### config.mk
export PLATFORM = sky130hd
export DESIGN_NAME = integer_to_radix_string_top
export DESIGN_NICKNAME = d
export VERILOG_FILES = /design/src/rtl/itoa_pkg.sv /design/src/rtl/itoa_ram.sv /design/src/rtl/itoa_ctrl.sv /design/src/rtl/itoa_dp.sv /design/src/rtl/integer_to_radix_string_top.sv
export SDC_FILE = /design/constraint.sdc
export NUM_CORES = 1
export LEC_CHECK = 0
export BUFFER_PORTS_ARGS = -buffer_cell sky130_fd_sc_hd__buf_2
export CAP_MARGIN = 20
export CORE_MARGIN = 5
export CORE_UTILIZATION = 45
export CTS_CLUSTER_SIZE = 20
export DETAILED_ROUTE_END_ITERATION = 10
export PLACE_DENSITY_LB_ADDON = 0.12
export SETUP_SLACK_MARGIN = 0.02
export SYNTH_ARGS = -nofsm -noshare
export SYNTH_HDL_FRONTEND = slang
export SYNTH_SLANG_ARGS = --single-unit
### constraint.sdc
create_clock -name clk -period 21.6 [get_ports clk]
set_input_delay 4.32 -clock clk [delete_from_list [all_inputs] [get_ports clk]]
set_output_delay 4.32 -clock clk [all_outputs]
set_load 0.005 [all_outputs]
### src/rtl/itoa_pkg.sv
// Shared constants, types and the digit-to-character function for the radix string converter.
package itoa_pkg;

    localparam int VALUE_WIDTH_DEF = 32;
    localparam int VALUE_BITS      = 32;
    localparam int RADIX_BITS      = 6;
    localparam int DIGIT_BITS      = 6;
    localparam int CHAR_BITS       = 8;
    localparam int S_TDATA_BITS    = 40;
    localparam int BITS_PER_CYCLE  = 8;

    localparam logic [RADIX_BITS-1:0] RADIX_MIN = 6'd2;
    localparam logic [RADIX_BITS-1:0] RADIX_MAX = 6'd36;

    localparam logic [CHAR_BITS-1:0] CHAR_ZERO     = 8'd48;
    localparam logic [CHAR_BITS-1:0] CHAR_MINUS    = 8'd45;
    localparam logic [CHAR_BITS-1:0] LETTER_OFFSET = 8'd87;
    localparam logic [DIGIT_BITS-1:0] DIGIT_MAX_DEC = 6'd9;

    typedef struct packed {
        logic load;
        logic div_run;
        logic rd;
        logic put_sign;
        logic put_digit;
    } cmd_t;

    typedef struct packed {
        logic slot_free;
        logic step_last;
        logic q_zero;
        logic last_digit;
        logic neg;
    } sts_t;

    function automatic logic [CHAR_BITS-1:0] ascii_of_digit(input logic [DIGIT_BITS-1:0] d);
        logic [CHAR_BITS-1:0] dx;
        dx = {2'b00, d};
        return (d <= DIGIT_MAX_DEC) ? dx + CHAR_ZERO : dx + LETTER_OFFSET;
    endfunction

endpackage

### src/rtl/itoa_ram.sv
// Generic single-write, single-read RAM with registered read data.
module itoa_ram #(
    parameter int WIDTH = 8,
    parameter int DEPTH = 32
) (
    input  logic                     clk,
    input  logic                     we,
    input  logic [$clog2(DEPTH)-1:0] waddr,
    input  logic [WIDTH-1:0]         wdata,
    input  logic                     re,
    input  logic [$clog2(DEPTH)-1:0] raddr,
    output logic [WIDTH-1:0]         rdata
);

    logic [WIDTH-1:0] mem [DEPTH];
    logic [WIDTH-1:0] rdata_reg;

    always_ff @(posedge clk)
    begin
        if (we)
        begin
            mem[waddr] <= wdata;
        end
        if (re)
        begin
            rdata_reg <= mem[raddr];
        end
    end

    assign rdata = rdata_reg;

endmodule

### src/rtl/itoa_ctrl.sv
// Controller state machine: divide loop, optional sign, then digit readout.
module itoa_ctrl (
    input  logic          clk,
    input  logic          rst_n,
    input  logic          s_tvalid,
    output logic          s_tready,
    input  itoa_pkg::sts_t sts,
    output itoa_pkg::cmd_t cmd
);

    typedef enum logic [4:0] {
        S_IDLE = 5'b00001,
        S_DIV  = 5'b00010,
        S_SIGN = 5'b00100,
        S_READ = 5'b01000,
        S_EMIT = 5'b10000
    } state_t;

    state_t state_reg, state_next;

    always_ff @(posedge clk or negedge rst_n)
    begin
        if (!rst_n)
        begin
            state_reg <= S_IDLE;
        end
        else
        begin
            state_reg <= state_next;
        end
    end

    always_comb
    begin
        state_next = state_reg;
        cmd        = '0;
        s_tready   = 1'b0;
        unique case (state_reg)
            S_IDLE:
            begin
                s_tready = 1'b1;
                if (s_tvalid)
                begin
                    cmd.load   = 1'b1;
                    state_next = S_DIV;
                end
            end
            S_DIV:
            begin
                cmd.div_run = 1'b1;
                // a zero quotient after a full digit ends the loop
                if (sts.step_last && sts.q_zero)
                begin
                    state_next = sts.neg ? S_SIGN : S_READ;
                end
            end
            S_SIGN:
            begin
                if (sts.slot_free)
                begin
                    cmd.put_sign = 1'b1;
                    state_next   = S_READ;
                end
            end
            S_READ:
            begin
                cmd.rd     = 1'b1;
                state_next = S_EMIT;
            end
            S_EMIT:
            begin
                if (sts.slot_free)
                begin
                    cmd.put_digit = 1'b1;
                    state_next    = sts.last_digit ? S_IDLE : S_READ;
                end
            end
            default:
            begin
                state_next = S_IDLE;
            end
        endcase
    end

endmodule

### src/rtl/itoa_dp.sv
// Datapath: magnitude and radix load, 8-bit-per-cycle divider, digit stack, output register.
module itoa_dp #(
    parameter int VALUE_WIDTH = itoa_pkg::VALUE_WIDTH_DEF
) (
    input  logic                                 clk,
    input  logic                                 rst_n,
    input  logic                                 in_op,
    input  logic [itoa_pkg::VALUE_BITS-1:0]      in_value,
    input  logic [itoa_pkg::RADIX_BITS-1:0]      in_radix,
    input  itoa_pkg::cmd_t                       cmd,
    output itoa_pkg::sts_t                       sts,
    output logic                                 m_tvalid,
    input  logic                                 m_tready,
    output logic [itoa_pkg::CHAR_BITS-1:0]       m_tdata,
    output logic                                 m_tlast
);

    localparam int BPC   = itoa_pkg::BITS_PER_CYCLE;
    localparam int DW    = ((VALUE_WIDTH + BPC - 1) / BPC) * BPC;
    localparam int STEPS = DW / BPC;
    localparam int SW    = (STEPS > 1) ? $clog2(STEPS) : 1;
    localparam int CW    = $clog2(VALUE_WIDTH + 1);
    localparam int AW    = $clog2(VALUE_WIDTH);
    localparam int RB    = itoa_pkg::RADIX_BITS;
    localparam int DB    = itoa_pkg::DIGIT_BITS;

    logic [DW-1:0]                     q_reg;
    logic [DB-1:0]                     rem_reg;
    logic [RB-1:0]                     radix_reg;
    logic                              neg_reg;
    logic [SW-1:0]                     step_reg;
    logic [CW-1:0]                     count_reg;
    logic                              m_tvalid_reg;
    logic [itoa_pkg::CHAR_BITS-1:0]    m_tdata_reg;
    logic                              m_tlast_reg;

    logic [VALUE_WIDTH-1:0]            v;
    logic [VALUE_WIDTH-1:0]            mag;
    logic                              neg_in;
    logic [RB-1:0]                     radix_clamped;
    logic [DW-1:0]                     q_step;
    logic [DB-1:0]                     rem_step;
    logic                              step_last;
    logic [CW-1:0]                     count_dec;
    logic [DB-1:0]                     ram_rdata;

    always_comb
    begin
        v      = VALUE_WIDTH'(in_value);
        neg_in = !in_op && v[VALUE_WIDTH-1];
        mag    = neg_in ? (~v + VALUE_WIDTH'(1)) : v;
        if (in_radix < itoa_pkg::RADIX_MIN)
        begin
            radix_clamped = itoa_pkg::RADIX_MIN;
        end
        else if (in_radix > itoa_pkg::RADIX_MAX)
        begin
            radix_clamped = itoa_pkg::RADIX_MAX;
        end
        else
        begin
            radix_clamped = in_radix;
        end
    end

    // restoring long division, BPC quotient bits per cycle, narrow remainder
    always_comb
    begin
        logic [DB:0] t;
        logic [DB:0] rx;
        rx       = {1'b0, radix_reg};
        rem_step = rem_reg;
        q_step   = q_reg;
        for (int i = 0; i < BPC; i++)
        begin
            t      = {rem_step, q_step[DW-1]};
            q_step = {q_step[DW-2:0], 1'b0};
            if (t >= rx)
            begin
                rem_step  = DB'(t - rx);
                q_step[0] = 1'b1;
            end
            else
            begin
                rem_step = t[DB-1:0];
            end
        end
    end

    assign step_last = (step_reg == SW'(STEPS - 1));
    assign count_dec = count_reg - CW'(1);

    itoa_ram #(
        .WIDTH (DB),
        .DEPTH (VALUE_WIDTH)
    ) u_stack (
        .clk   (clk),
        .we    (cmd.div_run && step_last),
        .waddr (count_reg[AW-1:0]),
        .wdata (rem_step),
        .re    (cmd.rd),
        .raddr (count_dec[AW-1:0]),
        .rdata (ram_rdata)
    );

    always_ff @(posedge clk or negedge rst_n)
    begin
        if (!rst_n)
        begin
            neg_reg      <= 1'b0;
            step_reg     <= '0;
            count_reg    <= '0;
            m_tvalid_reg <= 1'b0;
        end
        else
        begin
            if (cmd.load)
            begin
                neg_reg   <= neg_in;
                step_reg  <= '0;
                count_reg <= '0;
            end
            else if (cmd.div_run)
            begin
                if (step_last)
                begin
                    step_reg  <= '0;
                    count_reg <= count_reg + CW'(1);
                end
                else
                begin
                    step_reg <= step_reg + SW'(1);
                end
            end
            else if (cmd.put_digit)
            begin
                count_reg <= count_dec;
            end

            if (cmd.put_sign || cmd.put_digit)
            begin
                m_tvalid_reg <= 1'b1;
            end
            else if (m_tready)
            begin
                m_tvalid_reg <= 1'b0;
            end
        end
    end

    always_ff @(posedge clk)
    begin
        if (cmd.load)
        begin
            q_reg     <= DW'(mag);
            rem_reg   <= '0;
            radix_reg <= radix_clamped;
        end
        else if (cmd.div_run)
        begin
            q_reg   <= q_step;
            // start each digit with a clear remainder
            rem_reg <= step_last ? '0 : rem_step;
        end

        if (cmd.put_sign)
        begin
            m_tdata_reg <= itoa_pkg::CHAR_MINUS;
            m_tlast_reg <= 1'b0;
        end
        else if (cmd.put_digit)
        begin
            m_tdata_reg <= itoa_pkg::ascii_of_digit(ram_rdata);
            m_tlast_reg <= (count_reg == CW'(1));
        end
    end

    always_comb
    begin
        sts.slot_free  = !m_tvalid_reg || m_tready;
        sts.step_last  = step_last;
        sts.q_zero     = (q_step == '0);
        sts.last_digit = (count_reg == CW'(1));
        sts.neg        = neg_reg;
    end

    assign m_tvalid = m_tvalid_reg;
    assign m_tdata  = m_tdata_reg;
    assign m_tlast  = m_tlast_reg;

endmodule

### src/rtl/integer_to_radix_string_top.sv
// Top level of the integer to radix string converter.
// Converts one 32-bit number per input item into its ASCII text in radix 2 to 36 (radix
// outside that range is clamped), most significant digit first, one character per output
// item, with m_tlast on the final character; a signed negative number gets a leading '-',
// zero gives "0", digits above 9 are lower-case letters. One number is worked at a time:
// the input is taken in the idle state, then each digit is worked out in the divider, which
// retires 8 quotient bits per cycle over the whole quotient, and each character is read
// from the digit stack RAM, which has a registered read, and then put into the output
// register; the sign and each character wait while the output side stalls.
module integer_to_radix_string_top #(
    parameter int VALUE_WIDTH = itoa_pkg::VALUE_WIDTH_DEF
) (
    input  logic                                clk,
    input  logic                                rst_n,
    input  logic                                s_tvalid,
    output logic                                s_tready,
    input  logic [itoa_pkg::S_TDATA_BITS-1:0]   s_tdata,   // [31:0] value, [37:32] radix
    input  logic                                s_tuser,   // [0] op: 0 signed, 1 unsigned
    output logic                                m_tvalid,
    input  logic                                m_tready,
    output logic [itoa_pkg::CHAR_BITS-1:0]      m_tdata,   // [7:0] character
    output logic                                m_tlast
);

    localparam int VB = itoa_pkg::VALUE_BITS;
    localparam int RB = itoa_pkg::RADIX_BITS;

    itoa_pkg::cmd_t cmd;
    itoa_pkg::sts_t sts;

    itoa_ctrl u_ctrl (
        .clk      (clk),
        .rst_n    (rst_n),
        .s_tvalid (s_tvalid),
        .s_tready (s_tready),
        .sts      (sts),
        .cmd      (cmd)
    );

    itoa_dp #(
        .VALUE_WIDTH (VALUE_WIDTH)
    ) u_dp (
        .clk      (clk),
        .rst_n    (rst_n),
        .in_op    (s_tuser),
        .in_value (s_tdata[VB-1:0]),
        .in_radix (s_tdata[VB+RB-1:VB]),
        .cmd      (cmd),
        .sts      (sts),
        .m_tvalid (m_tvalid),
        .m_tready (m_tready),
        .m_tdata  (m_tdata),
        .m_tlast  (m_tlast)
    );

endmodule
Word-level counts from Yosys, hierarchy flattened
Memories as Yosys holds them, arrays and structs flattened. A register that Yosys moved wholly into a read port is not among the register bits.
Cells that the tools add are included.
{"block": "word_totals", "latchBits": 0, "out_inout_bits": 11, "rom_bits": 0, "word_cells": 112, "reg_bits": 68, "ram_bits": 192, "mem_count": 1}
{"memory": "u_dp.u_stack.mem", "depth": 32, "word_bits": 6, "read_ports": 1, "rd_clocked_by_memory_dff": 1, "wr": 1, "line": "itoa_ram.sv:15", "text": "logic [WIDTH-1:0] mem [DEPTH];"}
{"block": "op_classes", "n_reduce_logical": 14, "multipliers": 0, "muxes": 48, "n_eq_ne": 12, "addsub": 14, "bitwise": 1, "n_lt_le_gt_ge": 11, "div": 0, "shift": 0}
{"cell": "2-to-1 mux 32 bit", "count": 3}
{"cell": "2-to-1 mux 6 bit", "count": 14}
{"cell": "greater-or-equal comparator 7 x 6 -> 1 bit", "count": 8}
{"cell": "subtractor 6 bit", "count": 8}
{"cell": "adder 32 x 1 -> 32 bit, second input constant", "count": 1}
{"cell": "zero test 32 bit", "count": 1}
{"cell": "NOT 32 bit", "count": 1}
{"cell": "one-hot mux 5 bit (5 select lines)", "count": 1}
{"cell": "2-to-1 mux 1 bit", "count": 20}
{"cell": "2-to-1 mux 5 bit", "count": 4}
{"cell": "adder 6 x 7 -> 8 bit, second input constant", "count": 1}
{"cell": "2-to-1 mux 4 bit", "count": 2}
{"cell": "2-to-1 mux 8 bit", "count": 1}
{"cell": "adder 6 x 6 -> 7 bit, second input constant", "count": 1}
{"cell": "adder 6 x 1 -> 6 bit, second input constant", "count": 1}
{"cell": "== test 6 x 1 -> 1 bit, second input constant", "count": 1}
{"cell": "> comparator 6 bit, second input constant", "count": 1}
{"cell": "less-or-equal comparator 6 x 4 -> 1 bit, second input constant", "count": 1}
{"cell": "less-than comparator 6 x 2 -> 1 bit, second input constant", "count": 1}
{"cell": "2-to-1 mux 2 bit", "count": 3}
{"cell": "inequality test 2 bit, second input constant", "count": 3}
{"cell": "subtractor 6 x 1 -> 6 bit, second input constant", "count": 1}
{"cell": "== test 5 x 1 -> 1 bit, second input constant", "count": 1}
{"cell": "== test 5 x 2 -> 1 bit, second input constant", "count": 1}
{"cell": "15 further kinds", "count": 20}

Depth between registers and ports, before layout
Gate-level depths: netlist of the first run.
{"block": "depth", "ltp_word": 20, "ltp_mapped": 80}

Cells and area by module
Synthesis of the first run repeated with hierarchy kept, for this count alone.
{"block": "hier_totals", "cells_unflattened": 1147, "area_unflattened_um2": 14542.7}
{"module": "itoa_ram", "cells_each": 323, "area_per_inst_um2": 7649.8, "n_inst": 1}
{"module": "itoa_dp", "cells_each": 785, "area_per_inst_um2": 6525.0, "n_inst": 1}
{"module": "itoa_ctrl", "cells_each": 39, "area_per_inst_um2": 367.9, "n_inst": 1}

Worst setup path after synthesis of the first run
Ideal clock, no wire load.
{"block": "synth_timing", "kind": "flip-flop to flip-flop", "start": "register u_dp.radix_reg[1]", "end": "memory u_dp.u_stack.mem[0][1] (netlist bit) (data pin)", "arrival_ns": 16.504, "path_stages_with_launch": 79, "path_buffers": 0, "setup_slack_ns": 4.711, "required_ns": 21.215, "cell_sequence": "edfxtp_1 inv_1 ha_1 a21oi_1 o21ai_4 a21oi_4 mux2i_1 inv_1 ha_1 a21oi_1 nand2_1 o21bai_1 a221oi_2 nand2_2 nand2_1 a21boi_0 ha_1 nor2b_1 [43 not listed] a21o_1 a21o_1 a211oi_1 o311a_4 nand2_2 mux2_2 inv_1 ha_1 nor2b_1 o21ai_0 nand2b_1 a21o_1 a21o_1 a211oi_1 and2_1 a21bo_2 nand2_1 mux2i_1"}
{"block": "synth_between", "elab_chain_cells": 16, "elab_cells_between_ends": 24, "cone_classes": "add/sub (8); order compare (8); mux (8)"}
{"element": "start: declaration", "line": "itoa_dp.sv:29", "text": "logic [RB-1:0] radix_reg;"}
{"element": "start signal: assignment", "line": "itoa_dp.sv:157", "text": "radix_reg <= radix_clamped;"}
{"element": "subtractor 6 bit / greater-or-equal comparator 7 x 6 -> 1 bit (equally long branches)", "line": "itoa_dp.sv:80, itoa_dp.sv:78"}
{"element": "2-to-1 mux 6 bit", "line": "itoa_dp.sv:78", "text": "if (t >= rx)"}
{"element": "subtractor 6 bit / greater-or-equal comparator 7 x 6 -> 1 bit (equally long branches)", "line": "itoa_dp.sv:80, itoa_dp.sv:78"}
{"element": "2-to-1 mux 6 bit", "line": "itoa_dp.sv:78"}
{"element": "subtractor 6 bit / greater-or-equal comparator 7 x 6 -> 1 bit (equally long branches)", "line": "itoa_dp.sv:80, itoa_dp.sv:78"}
{"element": "2-to-1 mux 6 bit", "line": "itoa_dp.sv:78"}
{"element": "subtractor 6 bit / greater-or-equal comparator 7 x 6 -> 1 bit (equally long branches)", "line": "itoa_dp.sv:80, itoa_dp.sv:78"}
{"element": "2-to-1 mux 6 bit", "line": "itoa_dp.sv:78"}
{"element": "subtractor 6 bit / greater-or-equal comparator 7 x 6 -> 1 bit (equally long branches)", "line": "itoa_dp.sv:80, itoa_dp.sv:78"}
{"element": "2-to-1 mux 6 bit", "line": "itoa_dp.sv:78"}
{"element": "greater-or-equal comparator 7 x 6 -> 1 bit / subtractor 6 bit (equally long branches)", "line": "itoa_dp.sv:78, itoa_dp.sv:80"}
{"element": "2-to-1 mux 6 bit", "line": "itoa_dp.sv:78"}
{"element": "greater-or-equal comparator 7 x 6 -> 1 bit / subtractor 6 bit (equally long branches)", "line": "itoa_dp.sv:78, itoa_dp.sv:80"}
{"element": "2-to-1 mux 6 bit", "line": "itoa_dp.sv:78"}
{"element": "subtractor 6 bit / greater-or-equal comparator 7 x 6 -> 1 bit (equally long branches)", "line": "itoa_dp.sv:80, itoa_dp.sv:78"}
{"element": "2-to-1 mux 6 bit (*)", "line": "itoa_dp.sv:78"}
{"element": "named net u_dp.rem_step[1]", "line": "itoa_dp.sv:42", "text": "logic [DB-1:0] rem_step;"}
{"element": "end: declaration", "line": "itoa_ram.sv:15"}
The timed path passes the listed nets; every way through them passes the cells marked *.

Final worst setup path of the first run
{"block": "layout_timing", "start": "register u_dp.radix_reg[4]", "end": "memory u_dp.u_stack.mem[0][5] (netlist bit) (data pin)"}
{"block": "layout_between", "elab_chain_cells": 16, "elab_cells_between_ends": 24, "cone_classes": "add/sub (8); order compare (8); mux (8)"}
{"element": "subtractor 6 bit / greater-or-equal comparator 7 x 6 -> 1 bit (equally long branches)", "line": "itoa_dp.sv:80, itoa_dp.sv:78"}
{"element": "2-to-1 mux 6 bit", "line": "itoa_dp.sv:78"}
{"element": "subtractor 6 bit / greater-or-equal comparator 7 x 6 -> 1 bit (equally long branches)", "line": "itoa_dp.sv:80, itoa_dp.sv:78"}
{"element": "2-to-1 mux 6 bit", "line": "itoa_dp.sv:78"}
{"element": "greater-or-equal comparator 7 x 6 -> 1 bit / subtractor 6 bit (equally long branches)", "line": "itoa_dp.sv:78, itoa_dp.sv:80"}
{"element": "2-to-1 mux 6 bit", "line": "itoa_dp.sv:78"}
{"element": "subtractor 6 bit / greater-or-equal comparator 7 x 6 -> 1 bit (equally long branches)", "line": "itoa_dp.sv:80, itoa_dp.sv:78"}
{"element": "2-to-1 mux 6 bit", "line": "itoa_dp.sv:78"}
{"element": "subtractor 6 bit / greater-or-equal comparator 7 x 6 -> 1 bit (equally long branches)", "line": "itoa_dp.sv:80, itoa_dp.sv:78"}
{"element": "2-to-1 mux 6 bit", "line": "itoa_dp.sv:78"}
{"element": "subtractor 6 bit / greater-or-equal comparator 7 x 6 -> 1 bit (equally long branches)", "line": "itoa_dp.sv:80, itoa_dp.sv:78"}
{"element": "2-to-1 mux 6 bit", "line": "itoa_dp.sv:78"}
{"element": "subtractor 6 bit / greater-or-equal comparator 7 x 6 -> 1 bit (equally long branches)", "line": "itoa_dp.sv:80, itoa_dp.sv:78"}
{"element": "2-to-1 mux 6 bit", "line": "itoa_dp.sv:78"}
{"element": "subtractor 6 bit / greater-or-equal comparator 7 x 6 -> 1 bit (equally long branches)", "line": "itoa_dp.sv:80, itoa_dp.sv:78"}
{"element": "2-to-1 mux 6 bit (*)", "line": "itoa_dp.sv:78"}
{"element": "named net u_dp.rem_step[5]", "line": "itoa_dp.sv:42"}
Marks and branches as above.

==> flow_summary.html, run 1 <==
<table>
<tr><th>Metric</th><th>Value</th></tr>
<tr><th colspan="2">Clocking</th></tr>
<tr><td>Total clock buffers created by CTS</td><td>30</td></tr>
<tr><td>Clock tree root buffer cell</td><td>sky130_fd_sc_hd__clkbuf_16</td></tr>
<tr><td>Number of sinks driven by the clock tree</td><td>between 200 and 300</td></tr>
<tr><td>CTS tree</td><td>built</td></tr>
<tr><td>Deepest level of the CTS H-tree</td><td>1</td></tr>
<tr><td>Clock transition time at the flip-flop clock pins of the worst setup and hold paths</td><td>roughly 60 ps</td></tr>
<tr><td>Clock latency at the later pin of the worst-skew pair</td><td>570 ps</td></tr>
<tr><td>Hold bufs inserted after CTS</td><td>0</td></tr>
<tr><td>Clock tree buffer depth</td><td>3</td></tr>
<tr><th colspan="2">Final layout</th></tr>
<tr><td>Register cell area after layout</td><td>0.00777 mm2</td></tr>
<tr><td>Fillcell total</td><td>~2,800</td></tr>
<tr><td>Final antenna diode count</td><td>0</td></tr>
<tr><td>Post-Route Utilization</td><td>51.5%</td></tr>
<tr><td>Layout overhead on the synthesized area</td><td>12.9%</td></tr>
<tr><td>Max reg flops</td><td>around 190</td></tr>
<tr><td>Final nets</td><td>between 1,000 and 1,500</td></tr>
<tr><td>Layout cells sized above 1</td><td>19.3%</td></tr>
<tr><td>Area used by multi-input combinational logic</td><td>~0.0063 mm2</td></tr>
<tr><th colspan="2">Synthesis</th></tr>
<tr><td>Synthesized netlist cell count</td><td>roughly 1,100</td></tr>
<tr><td>Prevailing post-synth register cell</td><td>sky130_fd_sc_hd__edfxtp_1</td></tr>
<tr><td>Number of enable-type register cells in the synthesized netlist</td><td>~240</td></tr>
<tr><td>Synthesized area divided by synthesized cell count</td><td>roughly 13 um2</td></tr>
<tr><td>Post-synth ARST share</td><td>under 10%</td></tr>
<tr><td>Synthesized net count</td><td>approximately 1,200</td></tr>
<tr><td>Yosys Warn Count</td><td>0</td></tr>
<tr><td>Post-synth cell types</td><td>a little under 90</td></tr>
<tr><td>Share of the yosys chip area belonging to registers</td><td>53.8%</td></tr>
<tr><td>Mapped cell area</td><td>0.0144 mm2</td></tr>
<tr><td>Number of synthesized register bits</td><td>266</td></tr>
<tr><th colspan="2">Route</th></tr>
<tr><td>Mean number of vias per cell</td><td>5.73</td></tr>
<tr><td>Routed length per instance</td><td>20.8 um</td></tr>
<tr><td>Initial DRT Pass Iterations</td><td>4</td></tr>
<tr><td>Residual DRC count</td><td>0</td></tr>
<tr><td>DRT antenna net count</td><td>0</td></tr>
<tr><td>Vias post-DR</td><td>9,278</td></tr>
<tr><td>Routed wire length</td><td>33.7 mm</td></tr>
<tr><td>Starting DRT DRC Count</td><td>between 600 and 700</td></tr>
<tr><th colspan="2">Worst setup path</th></tr>
<tr><td>Critical Path AT</td><td>20,280 ps</td></tr>
<tr><td>Startpoint of the worst setup timing path</td><td>u_dp.radix_reg[4]</td></tr>
<tr><td>Cell with the largest stage delay on the worst path</td><td>sky130_fd_sc_hd__mux2_2</td></tr>
<tr><td>Library cell appearing most often on the critical path</td><td>sky130_fd_sc_hd__ha_1</td></tr>
<tr><td>Category of the worst setup path launch point</td><td>flip-flop</td></tr>
<tr><td>Kind of end point of the critical path</td><td>flip-flop</td></tr>
<tr><td>Classification of the worst setup path</td><td>reg -&gt; reg</td></tr>
<tr><td>Largest fanout of any net on the critical path</td><td>32</td></tr>
<tr><td>Required time worst endpoint</td><td>roughly 22,000 ps</td></tr>
<tr><td>Highest cell delay on the worst timing path</td><td>roughly 670 ps</td></tr>
<tr><td>Origin of the critical flop-to-flop path</td><td>u_dp.radix_reg[4]</td></tr>
<tr><td>Worst-case reg-to-reg path depth</td><td>78</td></tr>
<tr><th colspan="2">Placed design</th></tr>
<tr><td>Hpwl dp</td><td>about 23 mm</td></tr>
<tr><td>RD Place Congestion</td><td>between 0.8 and 0.9</td></tr>
<tr><td>Count of input and output buffers</td><td>53</td></tr>
<tr><th colspan="2">Die</th></tr>
<tr><td>Number of primary I/O pins</td><td>56</td></tr>
<tr><td>Die Y</td><td>approximately 190 um</td></tr>
<tr><td>Die Area</td><td>about 0.036 mm2</td></tr>
<tr><td>Cell row count</td><td>65</td></tr>
<tr><td>Placeable core area</td><td>approximately 0.032 mm2</td></tr>
<tr><td>Initial core utilization</td><td>a little under half</td></tr>
<tr><td>Chip Width</td><td>189 um</td></tr>
<tr><th colspan="2">Hold path</th></tr>
<tr><td>Critical hold path startpoint</td><td>u_dp.m_tdata[6]</td></tr>
<tr><td>Hold crit path type</td><td>reg -&gt; reg</td></tr>
<tr><td>Min-Delay Path Depth</td><td>2</td></tr>
<tr><th colspan="2">Global routing</th></tr>
<tr><td>Via count of the first global-routing pass</td><td>between 9,000 and 10,000</td></tr>
<tr><td>Final global-route overflow total</td><td>0</td></tr>
<tr><td>Initial antenna violation count</td><td>0</td></tr>
<tr><td>Total global-route track usage</td><td>18.6%</td></tr>
<tr><td>Pin count of the biggest net entering global routing</td><td>64</td></tr>
<tr><td>Global-route wire length before repair</td><td>between 50 and 60 mm</td></tr>
<tr><th colspan="2">Timing</th></tr>
<tr><td>Rel. slew slack</td><td>a little over a third</td></tr>
<tr><td>Setup skew after layout</td><td>24.0 ps</td></tr>
<tr><td>Worst-Margin Slew</td><td>between 900 and 1000 ps</td></tr>
<tr><td>RSZ-0062 raised after global routing</td><td>false</td></tr>
<tr><td>Final Hold Viols</td><td>0</td></tr>
<tr><td>Minimum period implied by the final worst setup slack</td><td>around 20,000 ps</td></tr>
<tr><td>Final setup violation count</td><td>0</td></tr>
<tr><td>Fmax</td><td>roughly 50 MHz</td></tr>
<tr><td>Count of pins over their slew limit</td><td>0</td></tr>
<tr><td>Final TNS setup</td><td>0 ps</td></tr>
<tr><td>Final worst-path cycle share</td><td>roughly 93%</td></tr>
<tr><th colspan="2">Flow run</th></tr>
<tr><td>Count of maximum capacitance violations</td><td>0</td></tr>
<tr><th colspan="2">Outcome</th></tr>
<tr><td>Run status</td><td>complete, no violations</td></tr>
</table>
[worst paths after layout]
| kind | end | slack (ps) |
|---|---|---|
| min in group asynchronous | u_dp.neg_reg | 3670 |
| hold reg to reg | u_dp.m_tdata[6] | 470 |
| setup reg to reg | u_dp.u_stack.mem[0][5] | 1580 |
| hold / removal | u_dp.m_tdata[6] | 470 |
| setup / recovery | u_dp.u_stack.mem[0][5] | 1580 |
| max in group asynchronous | u_ctrl.state_reg[0] | 17620 |
[layer usage]
layer / track usage [%] / vias up / wire, um
li1: - / 4446 / -
met1: 27.3 / 4587 / 15900
met2: 30.2 / 199 / 15700
met3: 2.49 / 46 / 1470
met4: 3.62 / 0 / 616
met5: 0 / - / 0
[final cells by class]
cell class,instances,area share (%)
multi-input cells,771,38.9
clock buffers,32,4.66
clock inverters,24,2.02
repair buffers,67,2.28
flip-flops and latches,266,47.7
inverters,58,1.34
well taps,402,3.09
[layout by cell type, fill, tap and decap left out, drive strengths merged, types with 5 or more instances in the layout]
cell type  count
or3           12
dfxtp         15
clkinv        16
xor2          34
a21o          13
nor3          19
mux4          60
a31oi          8
edfxtp       236
nand2b        16
a21boi         6
bufinv         7
dfrtp         14
clkbuf        32
nand4          8
o211ai         6
nor2b         14
xnor2         26
o31ai          8
a21oi         49
mux2i         17
inv           59
and3           6
ha            61
nand3         18
buf           67
a211oi         6
o41ai          5
nand3b         6
mux2          15
nor2          96
nor4          12
o21a           9
fa             8
o21ai         77
nand2         93
[through the flow]
stage	cells	hold slack (ps)	instance area, um2	setup WS (ps)
after floorplan	1132	462	14400	4710
after global placement	1564	460	15200	1900
after detailed placement	1564	466	15200	1730
after CTS	1620	481	16300	1640
after global routing	1620	508	16300	163
final	1620	475	16300	1580
[repair_timing]
action / 4_1_cts / 5_1_grt
setup endpoints to repair: 0 / 32
resized for setup: 0 / 1
buffers inserted: 0 / 0
[cell families (layout without fill, tap and decap cells)]
group	Yosys count	count (layout)	synth area share, %
compound gates	226	226	10.6
xor+xnor	60	60	3.64
fa+ha+maj	70	70	6.47
buf+inv	95	181	2.53
flops	266	266	53.8
mux	92	92	11.7
simple gates	323	323	11.2
[cells in the mapped netlist (3+ instances only)]
cell type	n	area [um2]
sky130_fd_sc_hd__ha_1	61	763
sky130_fd_sc_hd__nor3_1	18	90.1
sky130_fd_sc_hd__o31a_1	3	26.3
sky130_fd_sc_hd__a32oi_1	4	35.0
sky130_fd_sc_hd__or4_1	3	22.5
sky130_fd_sc_hd__nand4_1	8	50.1
sky130_fd_sc_hd__a21boi_0	4	30.0
sky130_fd_sc_hd__xor2_1	34	298
sky130_fd_sc_hd__a31oi_1	8	50.1
sky130_fd_sc_hd__o21ai_0	72	360
sky130_fd_sc_hd__and3_1	6	37.5
sky130_fd_sc_hd__o21a_1	9	67.6
sky130_fd_sc_hd__o211ai_1	5	37.5
sky130_fd_sc_hd__or3_1	11	68.8
sky130_fd_sc_hd__a21oi_1	48	240
sky130_fd_sc_hd__clkbuf_1	31	116
sky130_fd_sc_hd__nor2b_1	14	87.6
sky130_fd_sc_hd__nand2_2	4	25.0
sky130_fd_sc_hd__nand2b_1	16	100
sky130_fd_sc_hd__a211oi_1	6	45.0
sky130_fd_sc_hd__o31ai_1	8	60.1
sky130_fd_sc_hd__o41ai_1	5	43.8
sky130_fd_sc_hd__inv_1	57	214
sky130_fd_sc_hd__dfrtp_1	14	350
sky130_fd_sc_hd__a21o_1	13	97.6
sky130_fd_sc_hd__nor4_1	11	68.8
sky130_fd_sc_hd__xnor2_1	26	228
sky130_fd_sc_hd__mux2_2	15	169
sky130_fd_sc_hd__or2_2	3	18.8
sky130_fd_sc_hd__a22o_1	3	26.3
sky130_fd_sc_hd__nand2_1	88	330
sky130_fd_sc_hd__nor3b_1	3	22.5
sky130_fd_sc_hd__nor2_1	95	357
sky130_fd_sc_hd__dfxtp_1	15	300
sky130_fd_sc_hd__o21ai_1	3	15.0
sky130_fd_sc_hd__nand3b_1	6	45.0
sky130_fd_sc_hd__mux2i_1	17	170
sky130_fd_sc_hd__nand3_1	16	80.1
sky130_fd_sc_hd__fa_1	8	160
sky130_fd_sc_hd__mux4_2	60	1350
sky130_fd_sc_hd__buf_1	5	18.8
sky130_fd_sc_hd__edfxtp_1	236	7090
sky130_fd_sc_hd__or3b_2	3	26.3
[critical path, delay by kind of cell (launching register included)]
| family | cells | cell delay, ps |
|---|---|---|
| AOI/OAI and AO/OA | 36 | 9550 |
| and+or+nand+nor | 21 | 3810 |
| muxes | 6 | 2730 |
| adders and majority gates | 8 | 2320 |
| buffers and inverters | 7 | 870 |
| DFF | 1 | 350 |
Power of run 1 is left out: the tool's default activity adds up to more than one toggle a clock period on the data nets, which glitch-free logic cannot reach.
==> run 2, diff against run 1 <==
Settings changed: CORE_ASPECT_RATIO set to 1.4.
==> flow_summary.html, run 2 (synthesis gave the netlist of run 1 again) <==
<table>
<tr><th>Metric</th><th>Value</th></tr>
<tr><th colspan="2">Worst setup path</th></tr>
<tr><td>Cell with the largest stage delay on the worst path</td><td>sky130_fd_sc_hd__mux2i_4</td></tr>
<tr><td>Total buffers and inverters traversed by the critical path</td><td>6</td></tr>
<tr><td>Kind of end point of the critical path</td><td>flip-flop</td></tr>
<tr><td>Library cell appearing most often on the critical path</td><td>sky130_fd_sc_hd__ha_1</td></tr>
<tr><td>R2r setup slk</td><td>between 1500 and 2000 ps</td></tr>
<tr><td>Classification of the worst setup path</td><td>reg -&gt; reg</td></tr>
<tr><td>Critical Path AT</td><td>just over 20,000 ps</td></tr>
<tr><td>Worst flop-to-flop path endpoint</td><td>u_dp.u_stack.mem[18][1]</td></tr>
<tr><td>Category of the worst setup path launch point</td><td>flip-flop</td></tr>
<tr><td>Origin of the critical flop-to-flop path</td><td>u_dp.radix_reg[4]</td></tr>
<tr><td>Required time worst endpoint</td><td>about 22,000 ps</td></tr>
<tr><td>Highest cell delay on the worst timing path</td><td>slightly below 600 ps</td></tr>
<tr><td>Largest fanout of any net on the critical path</td><td>16</td></tr>
<tr><td>Worst path top cell family by delay</td><td>compound AO/OA/AOI/OAI gates</td></tr>
<tr><td>Worst-case reg-to-reg path depth</td><td>between 70 and 80</td></tr>
<tr><th colspan="2">Final layout</th></tr>
<tr><td>Layout overhead on the synthesized area</td><td>12.0%</td></tr>
<tr><td>Layout cells sized above 1</td><td>a little under a fifth</td></tr>
<tr><td>Max reg flops</td><td>192</td></tr>
<tr><td>Final antenna diode count</td><td>0</td></tr>
<tr><td>Final nets</td><td>1,306</td></tr>
<tr><td>Commonest cells after routing, fill and taps aside</td><td>sky130_fd_sc_hd__edfxtp_1 (236), sky130_fd_sc_hd__nor2_1 (94), sky130_fd_sc_hd__nand2_1 (87), sky130_fd_sc_hd__o21ai_0 (71)</td></tr>
<tr><td>Most common cell after layout, fill and taps aside</td><td>sky130_fd_sc_hd__edfxtp_1</td></tr>
<tr><th colspan="2">Global routing</th></tr>
<tr><td>Global-route wire length before repair</td><td>52.9 mm</td></tr>
<tr><td>Final global-route overflow total</td><td>0</td></tr>
<tr><td>Pin count of the biggest net entering global routing</td><td>64</td></tr>
<tr><td>Total global-route track usage</td><td>18.8%</td></tr>
<tr><td>Initial antenna violation count</td><td>0</td></tr>
<tr><td>Via count of the first global-routing pass</td><td>roughly 9,600</td></tr>
<tr><th colspan="2">Route</th></tr>
<tr><td>DRT antenna net count</td><td>0</td></tr>
<tr><td>Mean number of vias per cell</td><td>5.82</td></tr>
<tr><td>Routed wire length</td><td>34.5 mm</td></tr>
<tr><td>Vias post-DR</td><td>a little over 9,000</td></tr>
<tr><td>Routed length per instance</td><td>~21 um</td></tr>
<tr><td>Starting DRT DRC Count</td><td>between 500 and 600</td></tr>
<tr><td>Initial DRT Pass Iterations</td><td>5</td></tr>
<tr><td>Residual DRC count</td><td>0</td></tr>
<tr><th colspan="2">Timing</th></tr>
<tr><td>Count of pins over their slew limit</td><td>0</td></tr>
<tr><td>Final TNS setup</td><td>0 ps</td></tr>
<tr><td>Fmax</td><td>around 50 MHz</td></tr>
<tr><td>Final worst-path cycle share</td><td>93.0%</td></tr>
<tr><td>Worst Hold Margin</td><td>483 ps</td></tr>
<tr><td>Minimum period implied by the final worst setup slack</td><td>~20,000 ps</td></tr>
<tr><td>Worst-Margin Slew</td><td>~880 ps</td></tr>
<tr><td>Final setup violation count</td><td>0</td></tr>
<tr><td>Final Hold Viols</td><td>0</td></tr>
<tr><td>Rel. slew slack</td><td>40.9%</td></tr>
<tr><td>Setup skew after layout</td><td>around 17 ps</td></tr>
<tr><td>RSZ-0062 raised after global routing</td><td>false</td></tr>
<tr><th colspan="2">Hold path</th></tr>
<tr><td>Hold crit path type</td><td>reg -&gt; reg</td></tr>
<tr><td>Min-Delay Path Depth</td><td>2</td></tr>
<tr><td>Critical hold path startpoint</td><td>u_dp.m_tdata[6]</td></tr>
<tr><td>Hold Path Sink</td><td>u_dp.m_tdata[6]</td></tr>
<tr><th colspan="2">Outcome</th></tr>
<tr><td>Run status</td><td>complete, no violations</td></tr>
<tr><th colspan="2">Clocking</th></tr>
<tr><td>Number of sinks driven by the clock tree</td><td>approximately 270</td></tr>
<tr><td>Deepest level of the CTS H-tree</td><td>1</td></tr>
<tr><td>Clock tree buffer depth</td><td>3</td></tr>
<tr><td>Clock transition time at the flip-flop clock pins of the worst setup and hold paths</td><td>~60 ps</td></tr>
<tr><td>Clock tree root buffer cell</td><td>sky130_fd_sc_hd__clkbuf_16</td></tr>
<tr><td>Total clock buffers created by CTS</td><td>26</td></tr>
<tr><td>Hold bufs inserted after CTS</td><td>0</td></tr>
<tr><td>Clock latency at the later pin of the worst-skew pair</td><td>approximately 550 ps</td></tr>
<tr><td>CTS tree</td><td>built</td></tr>
<tr><th colspan="2">Die</th></tr>
<tr><td>Chip Width</td><td>161 um</td></tr>
<tr><td>Number of primary I/O pins</td><td>56</td></tr>
<tr><td>Die Area</td><td>about 0.036 mm2</td></tr>
<tr><td>Die Y</td><td>roughly 220 um</td></tr>
<tr><td>Cell row count</td><td>77</td></tr>
<tr><td>Initial core utilization</td><td>between 40% and 50%</td></tr>
<tr><td>Placeable core area</td><td>0.0316 mm2</td></tr>
<tr><th colspan="2">Flow run</th></tr>
<tr><td>Count of maximum capacitance violations</td><td>0</td></tr>
<tr><th colspan="2">Placed design</th></tr>
<tr><td>Hpwl dp</td><td>roughly 25 mm</td></tr>
<tr><td>RD Place Congestion</td><td>roughly 0.85</td></tr>
<tr><td>Count of input and output buffers</td><td>53</td></tr>
</table>
[run 2: worst register-to-register path, delay by kind of cell (launching register included)]
family	cells	cell delay, ps
muxes	5	2220
adders and majority gates	8	2350
and+or+nand+nor	22	4110
buffers and inverters	6	720
AOI/OAI and AO/OA	37	10030
DFF	1	350
[run 2: timing repair]
action                                  in CTS  in global routing
gates resized for setup                      0                  3
endpoints found under the setup margin       0                 96
setup buffers                                0                  1
[run 2: per-layer routing]
metal / part of all wire (%) / GRT usage [%] / wire length, um
met5: 0 / 0 / 0
met4: 4.3 / 8.48 / 1480
met3: 3.1 / 1.90 / 1080
met2: 55 / 36.3 / 19100
met1: 37 / 20.6 / 12900
[run 2: worst max path at each step]
stage                                          to  slack [ps]  cells past startpoint         startpoint
after global placement    u_dp.u_stack.mem[20][1]        1520                     78  u_dp.radix_reg[4]
after CTS                 u_dp.u_stack.mem[22][1]        1180                     78  u_dp.radix_reg[4]
after floorplan            u_dp.u_stack.mem[0][1]        4710                     78  u_dp.radix_reg[1]
after detailed placement  u_dp.u_stack.mem[22][1]        1260                     78  u_dp.radix_reg[4]
after global routing      u_dp.u_stack.mem[12][4]         160                     78  u_dp.radix_reg[4]
final                     u_dp.u_stack.mem[18][1]        1510                     78  u_dp.radix_reg[4]
[run 2: per-stage QoR]
stage                     setup slack [ps]  instance area (um2)  util [%]  std cells
after floorplan                       4710                14400         -       1132
after global placement                1520                15200      48.0       1553
after detailed placement              1260                15200      48.0       1554
after CTS                             1180                16100      50.8       1602
after global routing                   156                16200      51.1       1607
final                                 1510                16200      51.1       1607
[run 2: area by class of cell]
class	count	area, um2
fill	2838	15400
sequential	266	7770
multi-input combinational	773	6390
clock inverter	18	196
inverter	58	218
tap	395	494
timing repair buffer	67	407
clock buffer	30	687
Power of run 2 is left out for the same reason.
